--- src/rtl/core/mf3_pkg.sv ---
package mf3_pkg;

  // Result field widths
  localparam int VALUE_W  = 8;
  localparam int ROW_W    = 12;
  localparam int COLUMN_W = 10;

  // Configuration register indexes
  localparam logic REG_ROW_COUNT    = 1'b0;
  localparam logic REG_COLUMN_COUNT = 1'b1;

  localparam int CFG_DATA_W     = 13;
  localparam int ROW_COUNT_W    = 13;
  localparam int COLUMN_COUNT_W = 11;

  // Frame size limits and reset values
  localparam int ROW_MIN            = 3;
  localparam int ROW_MAX            = 4096;
  localparam int COLUMN_MIN         = 3;
  localparam int ROW_COUNT_RESET    = 4;
  localparam int COLUMN_COUNT_RESET = 5;

  // Median-of-nine exchange network: after each step the MED_LO slot holds the minimum
  localparam int MED_STEPS = 19;
  localparam logic [3:0] MED_LO [MED_STEPS] = '{
    4'd1, 4'd4, 4'd7, 4'd0, 4'd3, 4'd6, 4'd1, 4'd4, 4'd7, 4'd0,
    4'd5, 4'd4, 4'd3, 4'd1, 4'd2, 4'd4, 4'd4, 4'd6, 4'd4
  };
  localparam logic [3:0] MED_HI [MED_STEPS] = '{
    4'd2, 4'd5, 4'd8, 4'd1, 4'd4, 4'd7, 4'd2, 4'd5, 4'd8, 4'd3,
    4'd8, 4'd7, 4'd6, 4'd4, 4'd5, 4'd7, 4'd2, 4'd4, 4'd2
  };
  localparam logic [3:0] MED_MID = 4'd4;

  // One result item
  typedef struct packed {
    logic [VALUE_W-1:0]  value;
    logic [ROW_W-1:0]    row;
    logic [COLUMN_W-1:0] column;
    logic                run_last;
    logic                frame_last;
  } res_t;

endpackage

--- src/rtl/core/mf3_median9.sv ---
module mf3_median9 #(
  parameter int PIXEL_BITS = 8
) (
  input  logic [PIXEL_BITS-1:0] win [9],
  output logic [PIXEL_BITS-1:0] median
);
  import mf3_pkg::*;

  logic [PIXEL_BITS-1:0] p [9];
  logic [PIXEL_BITS-1:0] t;

  // Fixed exchange network, median ends up in the centre slot
  always_comb begin
    p = win;
    t = '0;
    for (int k = 0; k < MED_STEPS; k++) begin
      if (p[MED_LO[k]] > p[MED_HI[k]]) begin
        t = p[MED_LO[k]];
        p[MED_LO[k]] = p[MED_HI[k]];
        p[MED_HI[k]] = t;
      end
    end
    median = p[MED_MID];
  end

endmodule

--- config.mk ---
export PLATFORM = sky130hd
export DESIGN_NAME = mf3_median9
export DESIGN_NICKNAME = d
export VERILOG_FILES = /design/src/rtl/core/mf3_pkg.sv /design/src/rtl/core/mf3_median9.sv
export SDC_FILE = /design/constraint.sdc
export NUM_CORES = 1
export LEC_CHECK = 0
export BUFFER_PORTS_ARGS = -buffer_cell sky130_fd_sc_hd__buf_2
export CELL_PAD_IN_SITES_DETAIL_PLACEMENT = 1
export CELL_PAD_IN_SITES_GLOBAL_PLACEMENT = 1
export CORE_MARGIN = 4
export CORE_UTILIZATION = 48
export DETAILED_ROUTE_END_ITERATION = 12
export PLACE_DENSITY_LB_ADDON = 0.1
export RECOVER_POWER = 100
export SYNTH_ARGS = -nofsm -noshare
export SYNTH_HDL_FRONTEND = slang
export SYNTH_SLANG_ARGS = --single-unit
--- constraint.sdc ---
create_clock -name vclk -period 27.8
set_clock_uncertainty 0.2 [all_clocks]
set_input_delay 1.39 -clock vclk [all_inputs]
set_output_delay 1.39 -clock vclk [all_outputs]
set_load 0.005 [all_outputs]
* Word-level counts from Yosys, hierarchy flattened
Cells that the tools add are included.
W data, S select, Z words.
** Word-level totals
- Output and inout bits :: 8
- Logic and storage cells :: 40
- Latch bits :: 0
- Register bits after elaboration :: 0
- Memories :: 0
- Input port bits :: 72
- Memory bits (read-only) :: 0
- RAM bits :: 0
** Cells by class
- Shift operators :: 0
- Reductions and logical operators :: 0
- $lt $le $gt $ge :: 19
- $add $sub $neg :: 0
- $mul :: 0
- Equal/unequal tests :: 0
- Bitwise operators :: 0
- Div/mod/pow operators :: 0
- Multiplexer cells :: 21
** Operator list (count)
- $gt A8 B8 Y1 :: 19
- $mux W16 :: 9
- $mux W8 :: 12

* Depth between registers and ports, before layout
- Depth after elaboration :: 18
- Depth in mapped cells :: 100
- Mapped depth without buffers :: 91

* Least setup slack after synthesis
No wires, ideal clock.
- Path kind :: in2out
- Start point :: input port win[7] (netlist name)
- End point :: output port median[7]
- Arrival :: 16234 ps
- Path slack :: 9976 ps
- Path buffers :: 9
- Cell stages on the path :: 87
- Path through :: inv_1 > ha_1 > nand4_1 > nor2_1 > nor2_1 > nor2_2 > clkbuf_1 > a21oi_1 > ha_1 > nand4_1 > o21ai_0 > o221ai_1 > o21a_1 > buf_6 > clkbuf_1 > o21ai_0 > inv_1 > ha_1 > (+51 left out) > nand4_1 > a211o_1 > o41ai_1 > a21oi_2 > nor2_8 > buf_2 > o21ai_1 > ha_1 > o21a_1 > o21ai_0 > nand2b_1 > a21oi_1 > o21ai_0 > o21a_1 > nand2_1 > inv_1 > o2bb2ai_1 > or3_1
** Between the ends
- Word-level cells in the longest chain between the ends :: 18
** Ends and longest elaborated chain
- from (decl) :: RTL line mf3_median9.sv:4 : input logic [PIXEL_BITS-1:0] win [9],
- $gt A8 B8 Y1 :: RTL line mf3_median9.sv:17 : if (p[MED_LO[k]] > p[MED_HI[k]]) begin
- $mux W16 * :: RTL line mf3_median9.sv:17
- $gt A8 B8 Y1 :: RTL line mf3_median9.sv:17
- $mux W16 :: RTL line mf3_median9.sv:17
- $gt A8 B8 Y1 :: RTL line mf3_median9.sv:17
- $mux W16 :: RTL line mf3_median9.sv:17
- $gt A8 B8 Y1 :: RTL line mf3_median9.sv:17
- $mux W8 :: RTL line mf3_median9.sv:17
- (+2 left out)
- $gt A8 B8 Y1 :: RTL line mf3_median9.sv:17
- $mux W8 :: RTL line mf3_median9.sv:17
- $gt A8 B8 Y1 :: RTL line mf3_median9.sv:17
- $mux W8 :: RTL line mf3_median9.sv:17
- $gt A8 B8 Y1 :: RTL line mf3_median9.sv:17
- $mux W8 :: RTL line mf3_median9.sv:17
- $gt A8 B8 Y1 :: RTL line mf3_median9.sv:17
- $mux W8 * :: RTL line mf3_median9.sv:17
- to (decl) :: RTL line mf3_median9.sv:5 : output logic [PIXEL_BITS-1:0] median
Every way passes the cells marked *; elsewhere a longest branch is shown, timed or not.

* Final worst setup path
- Start point :: input port win[1] (netlist name)
- End point :: output port median[6]
The elaborated chain is that of the path after synthesis.

==> impl_metrics.yaml <==
route:
  vias: 7691
  drc_errors: 0
  wirelength_um: 22400
  routed_via_density: 6.12
  drt-initial-drc-count: 372
  first_pass_iters: 5
  wl_per_cell_um: 17.9
  ant_nets: 0
floorplan:
  std_cell_rows: 43
  dieWidth_um: 128
  num_io_pins: 80
  fp.dieH_um: 128
  start_util_pct: 49.4
  core_mm2: 0.0140
  fp.dieArea_mm2: 0.0164
place:
  io_buffers: 80
  placed_cells: 1256
  dp_hpwl_um: 19500
  gp_congestion: 0.973
  pre_cts_ws_ns: 7.69
logic_synthesis:
  synth_most_common_cell: "ha_1"
  synthesis.nets: 1245
  synthCells: 1026
  synth_cell_types: 67
  yosysSeqAreaShare_pct: 0
  yosysTopAreaCell: "ha_1"
  synth_top_area_share_pct: 26.6
  syn_area_per_cell_um2: 6.74
  synth_warnings: 0
  synth.top_cells.by_count: "147 x ha_1, 117 x a21oi_1, 95 x nand2_1, 95 x o21ai_0, 93 x nor2_1"
  netlist_area_mm2: 0.00691
  ys_top_cells_by_area: "ha_1 27%, a21oi_1 8.5%, mux2i_1 7.7%"
worst_hold_path:
  worstHoldPathType: "in2out"
grt:
  grt_pass1_vias: 7639
  grt_max_degree: 33
  grt_usage_pct: 26.5
  antenna_found_initial: 0
  grt_pass1_wl_um: 36500
  grt_overflow: 0
sta:
  finalSetupViolCount: 0
  setup_tns_ns: 0
  finalHoldViolCount: 0
  slew_viol_final: 0
  tightest_slew_ns: 1.16
  worst_slack_ns: 6.11
  slew_headroom_pct: 22.7
  finalCritPeriodShare_pct: 78.0
  fin_crit_ns: 21.69
  fmax_mhz: 46.1
  rsz0062_at_grt: "false"
clock_tree:
  ctsHoldBuffers: 0
  cts_setup_buffers: 0
  cts-resized-gates: 0
setup_path:
  critPathRequiredTime_ns: 26.21
  cpPeakStageDelay_ns: 0.90
  startpoint_type: "input pin"
  cp-end-kind: "primary output"
  arrival_ns: 20.10
  path_common_cell: "o21ai_0"
  critPathKind: "in2out"
  cp_slowest_cell: "a21oi_1"
  worstPathMaxFanout: 27
layout:
  nets: 1297
  n_antenna_cell: 0
  layout.cells.non_filler: 1256
  nClkBuffers: 0
  area_growth_pct: 7.19
  drive_gt1_share_pct: 12.3
  final_util_pct: 53.0
  nFlopsAndLatches: 0
  seq_area_um2: 0
status:
  outcome: "complete, no violations"
run:
  maxCapViolCount: 0
-- cell type report --
cell class                 instances  area (um^2)
timing repair buffer              86          445
tap                              180          225
multi-input combinational        902         6410
inverter                          88          330
fill                            1964         6580
-- stage by stage --
step / cell area (um^2) / hold slack (ns)
finish: 7410 / 3.38
global route: 7410 / 3.46
CTS: 7430 / 3.41
detailed placement: 7430 / 3.40
global placement: 7430 / 3.40
floorplan: 6910 / 3.02
-- worst paths after layout --
path	slack, ns	to	startpoint	cells past startpoint
max	6.11	median[6]	win[1]	82
min	3.38	median[5]	win[21]	6
-- per-layer routing --
metal | up-vias | share of wire, % | wire length (um) | track usage (%)
li1 | 3836 | - | - | -
met4 | 0 | 3.9 | 882 | 8.61
met5 | - | 0 | 0 | 0
met3 | 44 | 3.5 | 777 | 0.458
met2 | 174 | 45 | 10100 | 45.5
met1 | 3637 | 47 | 10700 | 36.1
-- worst max-delay path, delay by kind of cell --
kind	cells	cell delay, ns
compound gates	37	8.07
simple gates	26	5.57
fa+ha+maj	9	2.62
mux	3	1.31
buf+inv	7	1.11
-- cell families (layout without fill, tap and decap cells) --
kind of cell,Yosys count,count (layout),synth area share (%)
xor+xnor,2,2,0.253
mux,81,81,12.3
compound gates,343,343,31.0
fa+ha+maj,147,147,26.6
buf+inv,124,174,7.08
simple gates,329,329,22.8
-- layout by cell type, fill, tap and decap left out, drive strengths merged, types with 5 or more instances in the layout --
master	n
a31oi	5
nand3	33
o21a	33
and3	12
nand4	14
o21ai	105
a21oi	119
a21o	31
nand2b	17
ha	147
or2	7
inv	88
mux2	28
nor2	97
o21bai	5
nor2b	15
mux2i	53
nand2	95
a221oi	5
and2	5
buf	86
nor3	13
or3	10
a211oi	9
Power is not shown: default switching activity piles up to over one toggle a cycle in this logic, so the estimate is an artifact.
